`config.mk`:
```
export PLATFORM = sky130hd
export DESIGN_NAME = mutual_reachability_closure_unit_flat
export DESIGN_NICKNAME = d
export VERILOG_FILES = /design/src/rtl/core/mrc_pkg.sv /design/src/rtl/core/mrc_if.sv /design/src/rtl/core/mrc_ram.sv /design/src/rtl/core/mutual_reachability_closure_unit.sv /design/src/flat_wrapper.sv
export SDC_FILE = /design/constraint.sdc
export NUM_CORES = 1
export LEC_CHECK = 0
export BUFFER_PORTS_ARGS = -buffer_cell sky130_fd_sc_hd__buf_4
export CORE_ASPECT_RATIO = 0.9
export CORE_MARGIN = 10
export CORE_UTILIZATION = 25
export DETAILED_ROUTE_END_ITERATION = 8
export GPL_TIMING_DRIVEN = 1
export PLACE_DENSITY = 0.44
export SYNTH_ARGS = -nofsm -noshare
export SYNTH_HDL_FRONTEND = slang
export SYNTH_SLANG_ARGS = --single-unit
```
`constraint.sdc`:
```
create_clock -name clk -period 7.6 [get_ports clk]
set_input_delay 1.52 -clock clk [delete_from_list [all_inputs] [get_ports clk]]
set_output_delay 1.52 -clock clk [all_outputs]
set_load 0.03 [all_outputs]
```
`src/rtl/core/mrc_pkg.sv`:
```
package mrc_pkg;

	localparam int MAX_NODES_DEF = 16;
	localparam int NODE_W        = 4;
	localparam int ROW_W         = 16;
	localparam int ACT_W         = 2;
	localparam int CFG_W         = 5;
	localparam int CFG_IDX_W     = 1;
	localparam int PATH_W        = 5;

	localparam logic [CFG_W-1:0] NODE_COUNT_RST = 5'd16;
	localparam logic [CFG_W-1:0] MAX_PATH_RST   = 5'd16;

	localparam logic [CFG_IDX_W-1:0] REG_NODE_COUNT = 1'd0;
	localparam logic [CFG_IDX_W-1:0] REG_MAX_PATH   = 1'd1;

	typedef enum logic [ACT_W-1:0] {
		ACT_ADD_EDGE = 2'd0,
		ACT_COMPUTE  = 2'd1,
		ACT_CLEAR    = 2'd2
	} action_t;

	typedef enum logic [3:0] {
		ST_IDLE,
		ST_ADD_WR,
		ST_INIT_RD,
		ST_INIT_WR,
		ST_PROD_ROW,
		ST_PROD_LOAD,
		ST_PROD_K,
		ST_EM_ROW,
		ST_EM_LOAD,
		ST_EM_COL,
		ST_EM_OUT
	} state_t;

endpackage

```
`src/rtl/core/mrc_if.sv`:
```
interface mrc_item_if import mrc_pkg::*; ();
	logic              valid;
	logic              ready;
	logic [ACT_W-1:0]  action;
	logic [NODE_W-1:0] edge_source;
	logic [NODE_W-1:0] edge_target;

	modport source (output valid, action, edge_source, edge_target, input ready);
	modport sink   (input valid, action, edge_source, edge_target, output ready);
endinterface

interface mrc_result_if import mrc_pkg::*; ();
	logic              valid;
	logic              ready;
	logic [NODE_W-1:0] row_index;
	logic [ROW_W-1:0]  reach_row;
	logic [ROW_W-1:0]  mutual_row;
	logic              last_row;

	modport source (output valid, row_index, reach_row, mutual_row, last_row, input ready);
	modport sink   (input valid, row_index, reach_row, mutual_row, last_row, output ready);
endinterface

```
`src/rtl/core/mrc_ram.sv`:
```
module mrc_ram #(
	parameter int WIDTH = 16,
	parameter int DEPTH = 16,
	parameter int AW    = $clog2(DEPTH)
) (
	input  logic             clk,
	input  logic             we,
	input  logic [AW-1:0]    waddr,
	input  logic [WIDTH-1:0] wdata,
	input  logic [AW-1:0]    raddr,
	output logic [WIDTH-1:0] rdata
);

	logic [WIDTH-1:0] mem [DEPTH];

	always_ff @(posedge clk) begin
		if (we) begin
			mem[waddr] <= wdata;
		end
		rdata <= mem[raddr];
	end

endmodule

```
`src/rtl/core/mutual_reachability_closure_unit.sv`:
```
// Reachability closure of a small directed graph, with mutual-reachability rows.
//
// Requests arrive on the item channel (valid/ready). Action add edge stores
// source->target in the adjacency memory, writing the row in ST_ADD_WR; a self
// loop or an out-of-range node is dropped. Clear drops every adjacency row at
// once through per-row valid bits.
// Compute builds R = I | A | A^2 .. A^L in the power/reach memory, then emits
// one result per node row 0..n-1 on the result channel, last_row on row n-1.
// Compute, with n active nodes and L = max_path_length, seeds all n rows,
//   runs the product passes when L >= 2 and then forms the mutual rows;
//   any stall on the result side adds to its run time.
// Each product row sweeps the adjacency memory one row per cycle through its
// single read port; that sweep paces the product passes. Items are taken one at a time:
// ready is high only in the idle state, so it drops during an add edge write
// and for the whole of a compute.
// The result channel has an output register: a stalled receiver holds the row
// in place and the next row waits in the emit sequence until it is taken.
// Configuration: cfg_we writes cfg_data into register cfg_index (0 node_count,
// 1 max_path_length); the user must use it only while idle: it is not enforced.
// Reset: adjacency empty, node_count 16, max_path_length 16, no result pending.
module mutual_reachability_closure_unit import mrc_pkg::*; #(
	parameter int MAX_NODES = MAX_NODES_DEF
) (
	input  logic                 clk,
	input  logic                 arst_n,
	input  logic                 cfg_we,
	input  logic [CFG_IDX_W-1:0] cfg_index,
	input  logic [CFG_W-1:0]     cfg_data,
	mrc_item_if.sink             item,
	mrc_result_if.source         result
);

	localparam int IW  = $clog2(MAX_NODES);
	localparam int CAP = (MAX_NODES < ROW_W) ? MAX_NODES : ROW_W;

	state_t state_q, state_d;

	logic [CFG_W-1:0]     node_count_q;
	logic [PATH_W-1:0]    max_path_q;
	logic [MAX_NODES-1:0] adj_valid_q;
	logic [IW-1:0]        src_q, dst_q;
	logic [IW-1:0]        i_q, k_q;
	logic [PATH_W-1:0]    p_q;
	logic [MAX_NODES-1:0] pwr_q, rch_q, acc_q, mut_q;
	logic [IW-1:0]        adj_addr_s1;

	logic                 out_valid_q;
	logic [NODE_W-1:0]    row_index_q;
	logic [ROW_W-1:0]     reach_row_q, mutual_row_q;
	logic                 last_row_q;

	// memory ports
	logic                   adj_we;
	logic [IW-1:0]          adj_waddr, adj_raddr;
	logic [MAX_NODES-1:0]   adj_wdata, adj_rdata;
	logic                   pr_we;
	logic [IW-1:0]          pr_waddr, pr_raddr;
	logic [2*MAX_NODES-1:0] pr_wdata, pr_rdata;

	logic [MAX_NODES-1:0] adj_row, mask, pw_init, reach_init, acc_nxt;
	logic [MAX_NODES-1:0] pr_power, pr_reach;
	logic [MAX_NODES-1:0] one_hot_dst, one_hot_i;
	logic [6:0]           nc_w, nm_w;
	logic [IW-1:0]        n_m1, src_idx, dst_idx;
	logic                 edge_ok, last_i, last_k, em_fire;

	// Adjacency rows: one RAM, dropped rows read as zero via the valid bits.
	mrc_ram #(.WIDTH(MAX_NODES), .DEPTH(MAX_NODES)) u_adj_ram (
		.clk   (clk),
		.we    (adj_we),
		.waddr (adj_waddr),
		.wdata (adj_wdata),
		.raddr (adj_raddr),
		.rdata (adj_rdata)
	);

	// Power and reach rows side by side: {reach, power}.
	mrc_ram #(.WIDTH(2*MAX_NODES), .DEPTH(MAX_NODES)) u_pr_ram (
		.clk   (clk),
		.we    (pr_we),
		.waddr (pr_waddr),
		.wdata (pr_wdata),
		.raddr (pr_raddr),
		.rdata (pr_rdata)
	);

	assign pr_power = pr_rdata[MAX_NODES-1:0];
	assign pr_reach = pr_rdata[2*MAX_NODES-1:MAX_NODES];
	assign adj_row  = adj_valid_q[adj_addr_s1] ? adj_rdata : '0;

	// Active node count: zero counts as one, saturate at the row capacity.
	always_comb begin
		nc_w = 7'(node_count_q);
		if (nc_w == 7'd0) begin
			nm_w = 7'd0;
		end else if (nc_w > 7'(CAP)) begin
			nm_w = 7'(CAP) - 7'd1;
		end else begin
			nm_w = nc_w - 7'd1;
		end
		n_m1 = IW'(nm_w);
	end

	always_comb begin
		for (int b = 0; b < MAX_NODES; b++) begin
			mask[b] = (7'(b) <= nm_w);
		end
	end

	assign src_idx     = IW'(item.edge_source);
	assign dst_idx     = IW'(item.edge_target);
	assign edge_ok     = (item.edge_source != item.edge_target)
		&& (7'(item.edge_source) < 7'(MAX_NODES))
		&& (7'(item.edge_target) < 7'(MAX_NODES));
	assign one_hot_dst = {{(MAX_NODES-1){1'b0}}, 1'b1} << dst_q;
	assign one_hot_i   = {{(MAX_NODES-1){1'b0}}, 1'b1} << i_q;
	assign pw_init     = adj_row & mask;
	assign reach_init  = one_hot_i | ((max_path_q != '0) ? pw_init : '0);
	assign acc_nxt     = acc_q | (pwr_q[k_q] ? (adj_row & mask) : '0);
	assign last_i      = (i_q == n_m1);
	assign last_k      = (k_q == n_m1);
	assign em_fire     = (state_q == ST_EM_OUT) && (!out_valid_q || result.ready);

	always_ff @(posedge clk or negedge arst_n) begin
		if (!arst_n) begin
			state_q <= ST_IDLE;
		end else begin
			state_q <= state_d;
		end
	end

	// Next state and memory controls.
	always_comb begin
		state_d    = state_q;
		item.ready = 1'b0;
		adj_we     = 1'b0;
		adj_waddr  = src_q;
		adj_wdata  = adj_row | one_hot_dst;
		adj_raddr  = k_q;
		pr_we      = 1'b0;
		pr_waddr   = i_q;
		pr_wdata   = {rch_q | acc_nxt, acc_nxt};
		pr_raddr   = i_q;
		unique case (state_q)
			ST_IDLE: begin
				item.ready = 1'b1;
				adj_raddr  = src_idx;
				if (item.valid) begin
					priority if (item.action == ACT_ADD_EDGE && edge_ok) begin
						state_d = ST_ADD_WR;
					end else if (item.action == ACT_COMPUTE) begin
						state_d = ST_INIT_RD;
					end
				end
			end
			ST_ADD_WR: begin
				adj_we  = 1'b1;
				state_d = ST_IDLE;
			end
			ST_INIT_RD: begin
				adj_raddr = i_q;
				state_d   = ST_INIT_WR;
			end
			ST_INIT_WR: begin
				pr_we    = 1'b1;
				pr_wdata = {reach_init, pw_init};
				if (!last_i) begin
					state_d = ST_INIT_RD;
				end else if (max_path_q >= PATH_W'(2)) begin
					state_d = ST_PROD_ROW;
				end else begin
					state_d = ST_EM_ROW;
				end
			end
			ST_PROD_ROW: begin
				state_d = ST_PROD_LOAD;
			end
			ST_PROD_LOAD: begin
				adj_raddr = '0;
				state_d   = ST_PROD_K;
			end
			ST_PROD_K: begin
				adj_raddr = k_q + IW'(1);
				if (last_k) begin
					pr_we = 1'b1;
					if (last_i && p_q == max_path_q) begin
						state_d = ST_EM_ROW;
					end else begin
						state_d = ST_PROD_ROW;
					end
				end
			end
			ST_EM_ROW: begin
				state_d = ST_EM_LOAD;
			end
			ST_EM_LOAD: begin
				pr_raddr = '0;
				state_d  = ST_EM_COL;
			end
			ST_EM_COL: begin
				pr_raddr = k_q + IW'(1);
				if (last_k) begin
					state_d = ST_EM_OUT;
				end
			end
			ST_EM_OUT: begin
				if (em_fire) begin
					state_d = last_i ? ST_IDLE : ST_EM_ROW;
				end
			end
			default: begin
				state_d = ST_IDLE;
			end
		endcase
	end

	// Control registers: configuration, row valid bits, counters, result valid.
	always_ff @(posedge clk or negedge arst_n) begin
		if (!arst_n) begin
			node_count_q <= NODE_COUNT_RST;
			max_path_q   <= MAX_PATH_RST;
			adj_valid_q  <= '0;
			i_q          <= '0;
			k_q          <= '0;
			p_q          <= '0;
			out_valid_q  <= 1'b0;
		end else begin
			if (cfg_we) begin
				unique case (cfg_index)
					REG_NODE_COUNT: node_count_q <= cfg_data;
					REG_MAX_PATH:   max_path_q   <= PATH_W'(cfg_data);
					default:        ;
				endcase
			end

			unique case (state_q)
				ST_IDLE: begin
					i_q <= '0;
					if (item.valid && item.action == ACT_CLEAR) begin
						adj_valid_q <= '0;
					end
				end
				ST_ADD_WR: begin
					adj_valid_q[src_q] <= 1'b1;
				end
				ST_INIT_WR: begin
					i_q <= last_i ? '0 : i_q + IW'(1);
					p_q <= PATH_W'(2);
				end
				ST_PROD_LOAD, ST_EM_LOAD: begin
					k_q <= '0;
				end
				ST_PROD_K: begin
					k_q <= k_q + IW'(1);
					if (last_k) begin
						i_q <= last_i ? '0 : i_q + IW'(1);
						if (last_i) begin
							p_q <= p_q + PATH_W'(1);
						end
					end
				end
				ST_EM_COL: begin
					k_q <= k_q + IW'(1);
				end
				ST_EM_OUT: begin
					if (em_fire) begin
						i_q <= i_q + IW'(1);
					end
				end
				default: ;
			endcase

			if (em_fire) begin
				out_valid_q <= 1'b1;
			end else if (result.ready) begin
				out_valid_q <= 1'b0;
			end
		end
	end

	// Datapath registers.
	always_ff @(posedge clk) begin
		adj_addr_s1 <= adj_raddr;
		unique case (state_q)
			ST_IDLE: begin
				src_q <= src_idx;
				dst_q <= dst_idx;
			end
			ST_PROD_LOAD: begin
				pwr_q <= pr_power;
				rch_q <= pr_reach;
				acc_q <= '0;
			end
			ST_PROD_K: begin
				acc_q <= acc_nxt;
			end
			ST_EM_LOAD: begin
				rch_q <= pr_reach;
				mut_q <= '0;
			end
			ST_EM_COL: begin
				// column entry: does row k reach node i
				mut_q[k_q] <= rch_q[k_q] & pr_reach[i_q];
			end
			default: ;
		endcase
		if (em_fire) begin
			row_index_q  <= NODE_W'(i_q);
			reach_row_q  <= ROW_W'(rch_q[CAP-1:0]);
			mutual_row_q <= ROW_W'(mut_q[CAP-1:0]);
			last_row_q   <= last_i;
		end
	end

	assign result.valid      = out_valid_q;
	assign result.row_index  = row_index_q;
	assign result.reach_row  = reach_row_q;
	assign result.mutual_row = mutual_row_q;
	assign result.last_row   = last_row_q;

endmodule

```
`src/flat_wrapper.sv`:
```
// flat-port wrapper written by rule: the top's interface ports become plain ports
module mutual_reachability_closure_unit_flat import mrc_pkg::*;
#(
	parameter int MAX_NODES = MAX_NODES_DEF
)
  (clk, arst_n, cfg_we, cfg_index, cfg_data, item_valid, item_action, item_edge_source, item_edge_target, item_ready, result_valid, result_row_index, result_reach_row, result_mutual_row, result_last_row, result_ready);
  mrc_item_if item_i ();
  mrc_result_if result_i ();
  input  logic clk;
  input  logic arst_n;
  input  logic cfg_we;
  input  logic [CFG_IDX_W-1:0] cfg_index;
  input  logic [CFG_W-1:0] cfg_data;
  input wire logic [$bits(item_i.valid)-1:0] item_valid;
  input wire logic [$bits(item_i.action)-1:0] item_action;
  input wire logic [$bits(item_i.edge_source)-1:0] item_edge_source;
  input wire logic [$bits(item_i.edge_target)-1:0] item_edge_target;
  output wire logic [$bits(item_i.ready)-1:0] item_ready;
  output wire logic [$bits(result_i.valid)-1:0] result_valid;
  output wire logic [$bits(result_i.row_index)-1:0] result_row_index;
  output wire logic [$bits(result_i.reach_row)-1:0] result_reach_row;
  output wire logic [$bits(result_i.mutual_row)-1:0] result_mutual_row;
  output wire logic [$bits(result_i.last_row)-1:0] result_last_row;
  input wire logic [$bits(result_i.ready)-1:0] result_ready;
  assign item_i.valid = item_valid;
  assign item_i.action = item_action;
  assign item_i.edge_source = item_edge_source;
  assign item_i.edge_target = item_edge_target;
  assign item_ready = item_i.ready;
  assign result_valid = result_i.valid;
  assign result_row_index = result_i.row_index;
  assign result_reach_row = result_i.reach_row;
  assign result_mutual_row = result_i.mutual_row;
  assign result_last_row = result_i.last_row;
  assign result_i.ready = result_ready;
  mutual_reachability_closure_unit #(.MAX_NODES(MAX_NODES)) u_core (.clk(clk), .arst_n(arst_n), .cfg_we(cfg_we), .cfg_index(cfg_index), .cfg_data(cfg_data), .item(item_i), .result(result_i));
endmodule
```
==> out/results.ini, run 1 <==
[run_status]
outcome = finished clean

[clocking]
cts_tree = built
cts_buffers = 99
cts.sinks = 973
cts_resized = 0
cts-root-buf = clkbuf_16
holdBufCountCts = 0
cts.htree.levels = 3
cts.clk_slew.worst_paths_ns = 0.07
cts.path.max_buffers = 3
cts_setup_buffers = 0
insertion_delay_ns = 0.74

[global_route]
grt_pass1_vias = 23770
antenna_found_initial = 8
grt_max_degree = 133
grt_pass1_wl_um = 174900
globalRouteTotalUtil_pct = 13.43
grt-ovfl-total = 0

[floorplan]
start_util_pct = 25.22
die_x_um = 440.1
rows = 138
die_area_um2 = 175200
die_y_um = 398.1
core_area_um2 = 157500
ios = 60

[placed_design]
dp_hpwl_um = 68460
globalplace.congestion = 0.7958
port_buffers = 59
place_ws_ns = 2.374

[detailed_routing]
drc = 0
vias = 24370
drt-initial-drc-count = 2209
firstDrtPassIters = 5
via_per_inst = 4.815
post_drt_wl_per_cell_um = 23.88
drt-total-wl_um = 120900
antenna_left = 0

[synth]
synth_seq_area_share_pct = 71.72
synth_cells = 2827
synth_edf_count = 877
syn_nets = 2860
synth_top_area_cell = edfxtp_1
ys_ff_latch = 973
syn-cell-area_um2 = 39710
synth_top_area_share_pct = 66.32
ys_types = 77
synth_commonest_cells = 877 x edfxtp_1, 377 x nand2_1, 248 x a211oi_1
syn_area_per_cell_um2 = 14.05
synthTopCellsByArea = edfxtp_1 66%, a211oi_1 4.7%, nand2_1 3.6%, dfrtp_1 2.6%, dfxtp_1 2.6%
synth_warnings = 0
ys.flop_type = edfxtp_1
async_flop_share_pct = 4.522
yosys.cell_count.top_type = edfxtp_1

[critical_path]
end_kind = register
worstPathArrival_ns = 5.40
worstSetupPathType = reg2reg
worstPathRequired_ns = 8.17
cp.buffers_inverters = 4
crit_top_cell = buf_4
cp_max_fo = 97
crit_family = buffers and inverters
slowest_stage = buf_4
cpPeakStageDelay_ns = 0.89
crit_chain = nand2b_1 -> xnor2_1 -> o21bai_4 -> buf_4 -> nand2_4 -> buf_4 -> inv_2 -> buf_12 -> mux2i_1 -> a2111oi_0 -> or4_1
start_kind = register

[cells_and_area]
syn_to_final_growth_pct = 16.79
fin_nets = 2908
final_layout_size_suffix_gt1_share_pct = 13.34

[timing]
finalCriticalPeriod_ns = 4.829
worst_slew_pin_slew_ns = 1.375
hold_viol_final = 0
rsz0062_at_grt = false
clock_skew_ns = 0.04857
setup_viol = 0
slew_headroom_pct = 8.337
post-route-period-util_pct = 63.54
fmax_ghz = 0.2071
fin_ws_ns = 2.771
drv_slew = 0
setup_tns_ns = 0

[power]
irDropWorstVdd_mv = 0.1980
clkPwrFrac_pct = 31.4
internal_power_mw = 10.70
p_seq_share_pct = 43.2
power_frac_comb_pct = 25.4
p_sw_share_pct = 33.09
p_sw_mw = 5.292
leakage_nw = 15.01
p_per_area_nw_per_um2 = 344.9

[hold_path]
hp-class = reg2reg

[flow_run]
max_cap_viol_count = 0

-- power by group through the flow --
stage,logic (mW),registers (mW),clock network (mW)
2_1_floorplan,2.67,6.81,0
3_3_place_gp,4.09,7.02,0
3_5_place_dp,4.09,7.02,0
4_1_cts,4.10,6.91,5.15
5_1_grt,4.44,6.94,5.37
6_report,4.06,6.91,5.02
-- worst paths after layout --
path / from / endpoint / slack [ns] / cells after the start
setup / recovery: u_core.state_q[1] / u_core.u_adj_ram.rdata[7] / 2.77 / 11
hold reg to reg: u_core.u_pr_ram.rdata[2] / u_core.pwr_q[2] / 0.40 / 0
hold / removal: u_core.u_pr_ram.rdata[2] / u_core.pwr_q[2] / 0.40 / 0
setup reg to reg: u_core.state_q[1] / u_core.u_adj_ram.rdata[7] / 2.77 / 11
min in group asynchronous: arst_n / u_core.result.valid / 0.82 / 1
max in group asynchronous: arst_n / u_core.adj_valid_q[11] / 6.29 / 1
-- cell type report --
type                    instances  area, µm²
inverters                      24      91.34
repair buffers                155       1251
fillers                     15880     111100
well taps                    2100       2628
clock inverters                29      387.9
clock buffers                 157       2950
flip-flops and latches        973      28480
diodes                          1      2.502
multi-input cells            1622      10590
-- layout by cell type, fill, tap and decap left out, drive strengths merged, types with 12 or more instances in the layout --
cell	netlist	layout
nor3b	18	18
o21ai	42	42
o21a	19	19
mux4	20	20
and2	133	133
dfrtp	42	42
nand2b	20	20
buf	52	155
nand2	378	378
a22o	15	15
and3	83	83
nor2b	12	12
a21oi	117	117
nand3	29	29
a311oi	80	80
a31oi	68	68
inv	23	26
nor3	18	18
ha	12	12
or4	18	18
mux2i	39	39
clkinv	1	19
dfxtp	52	52
a2111oi	33	33
nor2	92	92
edfxtp	877	877
clkbuf	156	157
a211oi	248	248
-- stage by stage --
step	hold slack, ns	area [µm²]	total power, mW	cells	utilization (%)
3_5_place_dp	0.3887	43040	11.11	4874	27.33
4_1_cts	0.4022	46370	16.16	5060	29.45
6_report	0.4016	46380	16.00	5061	29.45
5_1_grt	0.4070	46380	16.76	5061	29.45
2_1_floorplan	0.3855	39710	9.475	2827	-
3_3_place_gp	0.3875	43040	11.11	4874	27.33
-- cells by family (layout without fill, tap and decap cells) --
logic type | count (synthesis) | in the layout | synth area share, %
xor+xnor | 16 | 16 | 0.3529
fa+ha+maj | 13 | 13 | 0.4033
compound gates | 698 | 698 | 12.59
buf+inv | 232 | 365 | 2.373
flops | 973 | 973 | 71.72
other cells | 0 | 1 | 0
simple gates | 827 | 827 | 10.18
mux | 68 | 68 | 2.373
-- metal layers --
| metal | routed length [µm] | part of all wire (%) | track usage, % |
|---|---|---|---|
| met4 | 2844 | 2.4 | 3.874 |
| met5 | 23 | 0.019 | 0 |
| met2 | 54700 | 45 | 20.74 |
| met3 | 5596 | 4.6 | 2.136 |
| met1 | 57690 | 48 | 19.34 |
-- registers in the layout, indices dropped and copies added, names as in the netlist, 5 cells and up --
| signal | cells |
|---|---|
| u_core.u_pr_ram.mem | 512 |
| u_core.u_adj_ram.mem | 256 |
| u_core.u_pr_ram.rdata | 32 |
| u_core.acc_q | 16 |
| u_core.adj_valid_q | 16 |
| u_core.mut_q | 16 |
| u_core.pwr_q | 16 |
| u_core.rch_q | 16 |
| u_core.result.mutual_row | 16 |
| u_core.result.reach_row | 16 |
| u_core.u_adj_ram.rdata | 16 |
| u_core.max_path_q | 5 |
| u_core.node_count_q | 5 |
| u_core.p_q | 5 |
(Power assumes the default switching activity.)
==> run 2, diff against run 1 <==
==> constraint.sdc (replaced) <==
create_clock -name clk -period 4.5 [get_ports clk]
set_input_delay 0.9 -clock clk [delete_from_list [all_inputs] [get_ports clk]]
set_output_delay 0.9 -clock clk [all_outputs]
set_load 0.03 [all_outputs]
==> out/results.ini, run 2 (synthesized netlist as in run 1, its figures left out) <==
[run_status]
outcome = finished clean

[cells_and_area]
post-route-cell-area_um2 = 46920  ; +1.2%
syn_to_final_growth_pct = 18.16
mostFrequentLayoutCells = 877 x edfxtp_1, 377 x nand2_1, 244 x a211oi_1, 160 x buf_4, 114 x a21oi_1
final_common_cell = edfxtp_1
final_layout_size_suffix_gt1_share_pct = 14.20  ; +0.86 points
largest_reg_flops = 512  ; unchanged
fin_nets = 2941  ; +1.1%
regMostFlops = u_core.u_pr_ram.mem
largestRegisters = u_core.u_pr_ram.mem: 512 flops, u_core.u_adj_ram.mem: 256 flops, u_core.u_pr_ram.rdata: 32 flops

[clocking]
cts_buffers = 106  ; +7.1%
cts.path.max_buffers = 3  ; unchanged
cts-root-buf = clkbuf_16
cts.sinks = 973  ; unchanged
cts.clk_slew.worst_paths_ns = 0.06  ; about the same
holdBufCountCts = 0  ; unchanged
cts_setup_buffers = 0  ; unchanged
cts.htree.levels = 3  ; unchanged
cts_tree = built
cts_resized = 0  ; unchanged
insertion_delay_ns = 0.74  ; about the same

[detailed_routing]
antenna_left = 0  ; unchanged
vias = 24330  ; -0.17%
firstDrtPassIters = 5  ; unchanged
drt-total-wl_um = 118100  ; -2.3%
via_per_inst = 4.769  ; -0.96%
drt-initial-drc-count = 1980  ; -10%
drc = 0  ; unchanged
post_drt_wl_per_cell_um = 23.15  ; -3.1%

[timing]
hold_viol_final = 0  ; unchanged
slew_headroom_pct = 14.49  ; +6.1 points
setup_tns_ns = 0  ; unchanged
fmax_ghz = 0.2618  ; +26%
finalCriticalPeriod_ns = 3.819  ; -1.010 ns
clock_skew_ns = 0.09073  ; +0.04216 ns
drv_slew = 0  ; unchanged
post-route-period-util_pct = 84.87  ; +21 points
worst_slew_pin_slew_ns = 1.269  ; -0.1057 ns
rsz0062_at_grt = false
setup_viol = 0  ; unchanged

[critical_path]
cp_max_fo = 32  ; -67%
start_kind = register
worstSetupPathType = reg2reg
worstPathArrival_ns = 4.19  ; -1.21 ns
reg2reg_to = u_core.u_pr_ram.mem[2][3]
startpoint = u_core.node_count_q[0]
cp-endpoint = u_core.u_pr_ram.mem[2][3]
end_kind = register
reg2reg_slack_ns = 0.68  ; -2.09 ns
worstPathRequired_ns = 4.88  ; -3.29 ns
reg2reg_depth = 10  ; -1
rr_startpoint = u_core.node_count_q[0]

[global_route]
antenna_found_initial = 1  ; -7
globalRouteTotalUtil_pct = 13.02  ; -0.42 points
grt_pass1_wl_um = 170000  ; -2.8%
grt-ovfl-total = 0  ; unchanged
grt_max_degree = 119  ; -11%
grt_pass1_vias = 23640  ; -0.55%

[floorplan]
die_area_um2 = 175200  ; unchanged
die_x_um = 440.1  ; unchanged
die_y_um = 398.1  ; unchanged
start_util_pct = 25.22  ; unchanged
ios = 60  ; unchanged
core_area_um2 = 157500  ; unchanged
rows = 138  ; unchanged

[placed_design]
port_buffers = 59  ; unchanged
place_area_um2 = 43450  ; +0.96%
globalplace.congestion = 0.7670  ; -3.6%
dp_hpwl_um = 69690  ; +1.8%

[power]
irDropWorstVdd_mv = 0.7232  ; +270%
power.total_mw = 27.27  ; +71%
leakage_nw = 15.20  ; +1.3%
p_per_area_nw_per_um2 = 581.3  ; +69%

[flow_run]
max_cap_viol_count = 0  ; unchanged

[hold_path]
hp-class = in2async

run 2: cell types whose count changed in the layout (fill, tap and decap cells not counted), sizes merged:
cell,change
buf,+26
clkinv,+16
diode,+1
clkbuf,-2
bufinv,-2
inv,+1
run 2: final cells by class:
class,instances,area (µm²)
clock inverter,44,478.0
multi-input combinational,1622,10630
clock buffer,155,2987
timing repair buffer,181,1622
fill,15780,110600
inverter,24,91.34
tap,2100,2628
antenna,2,5.005
sequential,973,28480
run 2: worst min path at each step:
stage / start / end / slack, ns / depth (start not counted)
after floorplan: u_core.u_pr_ram.rdata[0] / u_core.pwr_q[0] / 0.39 / 0
after global placement: u_core.u_pr_ram.rdata[8] / u_core.pwr_q[8] / 0.39 / 0
after detailed placement: u_core.u_pr_ram.rdata[8] / u_core.pwr_q[8] / 0.39 / 0
after CTS: arst_n / u_core.k_q[0] / 0.17 / 1
after global routing: arst_n / u_core.k_q[0] / 0.22 / 1
final: arst_n / u_core.k_q[0] / 0.21 / 1
run 2: through the flow:
stage | instances | hold slack, ns | utilization (%) | worst slack (ns)
global route | 5100 | 0.2186 | 29.79 | 0.3497
global placement | 4900 | 0.3855 | 27.59 | 0.6960
CTS | 5099 | 0.1725 | 29.79 | 0.6654
finish | 5101 | 0.2061 | 29.79 | 0.6808
detailed placement | 4900 | 0.3896 | 27.59 | 0.6823
floorplan | 2827 | 0.3855 | - | -0.8132
run 2: where the power goes:
| part | internal (mW) | switching [mW] |
|---|---|---|
| clock network | 4.88 | 3.75 |
| logic | 2.18 | 4.84 |
| registers | 11.1 | 0.521 |
run 2: layer usage:
metal  track usage (%)  vias up  part of all wire, %
met1             18.48    12450                   47
li1                  -    11160                    -
met3             1.992      159                  4.4
met5                 0        -                    0
met2             20.74      552                   46
met4             3.165        0                  2.2
run 2: critical path: stages, from the launching register on:
cell and delay, ns:
dfrtp_1 0.55, inv_1 0.10, ha_1 0.36, nor3b_2 0.25
maj3_1 0.46, xnor2_1 0.17, nor4_2 0.30, and2_1 0.26
o21ai_0 0.41, nor3_4 0.32, buf_12 0.29
==> run 3, diff against run 2 <==
--- a/config.mk
+++ b/config.mk
@@ -5,6 +5,7 @@
 export SDC_FILE = /design/constraint.sdc
 export NUM_CORES = 1
 export LEC_CHECK = 0
+export ABC_AREA = 1
 export BUFFER_PORTS_ARGS = -buffer_cell sky130_fd_sc_hd__buf_4
 export CORE_ASPECT_RATIO = 0.9
 export CORE_MARGIN = 10
==> constraint.sdc (replaced) <==
create_clock -name clk -period 3.55 [get_ports clk]
set_input_delay 0.71 -clock clk [delete_from_list [all_inputs] [get_ports clk]]
set_output_delay 0.71 -clock clk [all_outputs]
set_load 0.03 [all_outputs]
==> out/results.ini, run 3 <==
[run_status]
outcome = finished clean

[floorplan]
rows = 140  ; +1.4%
die_area_um2 = 179800  ; +2.6%
die_x_um = 445.9  ; +1.3%
start_util_pct = 25.19  ; -0.031 points
die_y_um = 403.3  ; +1.3%
ios = 60  ; unchanged
core_area_um2 = 162000  ; +2.9%

[timing]
slew_headroom_pct = 20.00  ; +5.5 points
hold_viol_final = 0  ; unchanged
setup_viol = 0  ; unchanged
holdWs_ns = 0.2070  ; +0.0008660 ns
rsz0062_at_grt = false
worst_slew_pin_slew_ns = 1.192  ; -0.07730 ns
fin_ws_ns = 0.3252  ; -0.3555 ns
fmax_ghz = 0.3101  ; +18%
post-route-period-util_pct = 90.84  ; +6.0 points
clock_skew_ns = 0.03243  ; -0.05831 ns
drv_slew = 0  ; unchanged
finalCriticalPeriod_ns = 3.225  ; -0.5945 ns

[global_route]
globalRouteTotalUtil_pct = 13.33  ; +0.31 points
grt_pass1_wl_um = 180800  ; +6.4%
grt-ovfl-total = 0  ; unchanged
antenna_found_initial = 3  ; +2
grt_pass1_vias = 25890  ; +9.5%
grt_max_degree = 129  ; +8.4%

[clocking]
cts.path.max_buffers = 3  ; unchanged
insertion_delay_ns = 0.74  ; about the same
cts-root-buf = clkbuf_16
cts.sinks = 973  ; unchanged
cts_tree = built
cts.clk_slew.worst_paths_ns = 0.07  ; about the same
cts_buffers = 107  ; +0.94%
cts.htree.levels = 3  ; unchanged

[detailed_routing]
post_drt_wl_per_cell_um = 20.47  ; -12%
vias = 26830  ; +10%
drt-total-wl_um = 122700  ; +3.9%
drt-initial-drc-count = 2130  ; +7.6%
drc = 0  ; unchanged
via_per_inst = 4.476  ; -6.1%
antenna_left = 0  ; unchanged
firstDrtPassIters = 6  ; +1

[cells_and_area]
fin_nets = 3805  ; +29%
multi_input_area_um2 = 10100  ; -5.0%
syn_to_final_growth_pct = 18.45
final_layout_size_suffix_gt1_share_pct = 11.80  ; -2.4 points
fillCellCount = 16520  ; +4.7%
largest_reg_flops = 512  ; unchanged
register_area_um2 = 28480  ; unchanged
layout.cells.non_filler = 5993  ; +17%
largestRegisters = u_core.u_pr_ram.mem: 512 flops, u_core.u_adj_ram.mem: 256 flops, u_core.u_pr_ram.rdata: 32 flops
antenna_cells_inserted = 0  ; -2
mostFrequentLayoutCells = 877 x edfxtp_1, 760 x nand2_1, 465 x nand3_1, 388 x inv_1, 193 x o21ai_0
regMostFlops = u_core.u_pr_ram.mem
final_common_cell = edfxtp_1

[synth]
synth_top_area_cell = edfxtp_1
ys_types = 42  ; -45%
syn_area_per_cell_um2 = 11.19  ; -20%
synthTopCellsByArea = edfxtp_1 65%, nand2_1 7.0%, nand3_1 5.7%, inv_1 3.6%, dfrtp_1 2.6%
ys_ff_latch = 973  ; unchanged
synth_commonest_cells = 877 x edfxtp_1, 761 x nand2_1, 465 x nand3_1
synth_top_area_share_pct = 64.53  ; -1.8 points
synth_seq_area_share_pct = 69.79  ; -1.9 points
synth_cells = 3648  ; +29%
async_flop_share_pct = 4.522  ; unchanged
syn-cell-area_um2 = 40810  ; +2.8%
yosys.cell_count.top_type = edfxtp_1
syn_nets = 3681  ; +29%
synth_edf_count = 877  ; unchanged
ys.flop_type = edfxtp_1
synth_warnings = 0  ; unchanged

[flow_run]
max_cap_viol_count = 0  ; unchanged

[placed_design]
port_buffers = 59  ; unchanged
dp_cells = 5792  ; +18%
place_ws_ns = 0.3555  ; -0.3268 ns
globalplace.congestion = 0.8338  ; +8.7%
dp_hpwl_um = 74950  ; +7.5%

[hold_path]
whs_path_depth = 1
hp-class = in2reg

[critical_path]
cp_max_fo = 14  ; -56%
crit_top_cell = nand2_1
end_kind = register
crit_chain = inv_1 -> ha_1 -> nand3_1 -> nand3_1 -> inv_1 -> nand2_1 -> o211ai_1 -> nor2_1 -> nand2_1 -> nand2_1 -> nand2_1 -> buf_4 -> nor2_4 -> buf_12
cpPeakStageDelay_ns = 0.44  ; -0.11 ns
worstSetupPathType = reg2reg
slowest_stage = nor2_4
reg2reg_depth = 14  ; +4
start_kind = register
worstPathRequired_ns = 3.98  ; -0.90 ns
worstPathArrival_ns = 3.65  ; -0.54 ns

[power]
p_per_area_nw_per_um2 = 797.6  ; +37%
irDropWorstVdd_mv = 0.9632  ; +33%
power.total_mw = 38.56  ; +41%
leakage_nw = 17.70  ; +16%

## run 3: cell count changes in the layout (fill, tap and decap cells not counted), moves of 39 or more
| cell | change |
|---|---|
| a211oi_1 | -242 |
| a21oi_1 | +56 |
| a311oi_1 | -80 |
| a31oi_1 | -65 |
| and2_0 | -53 |
| and2_1 | -79 |
| and3_1 | -82 |
| inv_1 | +367 |
| mux2i_1 | -39 |
| nand2_1 | +383 |
| nand3_1 | +437 |
| nor2_1 | +101 |
| o211ai_1 | +132 |
| o21ai_0 | +155 |
## run 3: power breakdown
part	total [mW]	internal, mW	switching [mW]	leakage, nW
Sequential	15.4	14.8	0.608	8.90
Clock	11.4	6.69	4.76	1.79
Combinational	11.7	3.10	8.57	7.02
Total	38.6	24.6	13.9	17.7
## run 3: final cells by class
cell class              count  share of cell area, %
flip-flops and latches    973                  58.92
repair buffers            212                  3.997
well taps                2130                  5.514
multi-input cells        2081                  20.89
clock inverters            52                  1.305
clock buffers             148                  6.295
inverters                 397                  3.083
## run 3: timing repair
item | 4_1_cts | 5_1_grt
gates resized for setup | 0 | 0
setup buffers | 0 | 0
setup endpoints to repair | 0 | 0
endpoints found under the hold margin | 42 | 0
hold buffers | 1 | 0
## run 3: logic make-up after synthesis
| kind of cell | after synthesis | share of synthesized area, % |
|---|---|---|
| AO/OA/AOI/OAI | 564 | 7.907 |
| adder cells (fa/ha/maj) | 12 | 0.3679 |
| buffers and inverters | 594 | 6.028 |
| AND/OR/NAND/NOR | 1492 | 15.63 |
| XOR/XNOR | 13 | 0.2790 |
| flip-flops | 973 | 69.79 |
## run 3: final timing paths
check	endpoint	slack (ns)	startpoint
setup / recovery	u_core.u_pr_ram.mem[8][21]	0.33	u_core.node_count_q[0]
hold / removal	u_core.dst_q[3]	0.21	item_edge_target[3]
setup reg to reg	u_core.u_pr_ram.mem[8][21]	0.33	u_core.node_count_q[0]
hold reg to reg	u_core.pwr_q[1]	0.41	u_core.u_pr_ram.rdata[1]
max in group asynchronous	u_core.max_path_q[2]	2.60	arst_n
min in group asynchronous	u_core.adj_valid_q[5]	0.52	arst_n
## run 3: routing by layer
metal | up-vias | track usage, % | share of wire, %
met2 | 570 | 21.19 | 46
met1 | 13170 | 18.85 | 47
met5 | - | 0 | 0
met3 | 159 | 1.918 | 4.2
met4 | 0 | 3.711 | 2.5
li1 | 12930 | - | -
## run 3: critical path: cells and delay by family, from the launching register on
kind	cells	cell delay (ns)
AOI/OAI and AO/OA	1	0.09
adders and majority gates	1	0.25
buffers and inverters	4	0.75
DFF	1	0.40
and+or+nand+nor	8	1.41
## run 3: through the flow
| step | cell area (µm²) | util [%] | setup TNS, ns |
|---|---|---|---|
| 6_report | 48340 | 29.83 | 0 |
| 3_3_place_gp | 44650 | 27.56 | 0 |
| 3_5_place_dp | 44650 | 27.56 | 0 |
| 4_1_cts | 48340 | 29.83 | 0 |
| 5_1_grt | 48340 | 29.83 | 0 |
| 2_1_floorplan | 40810 | - | -64.08 |
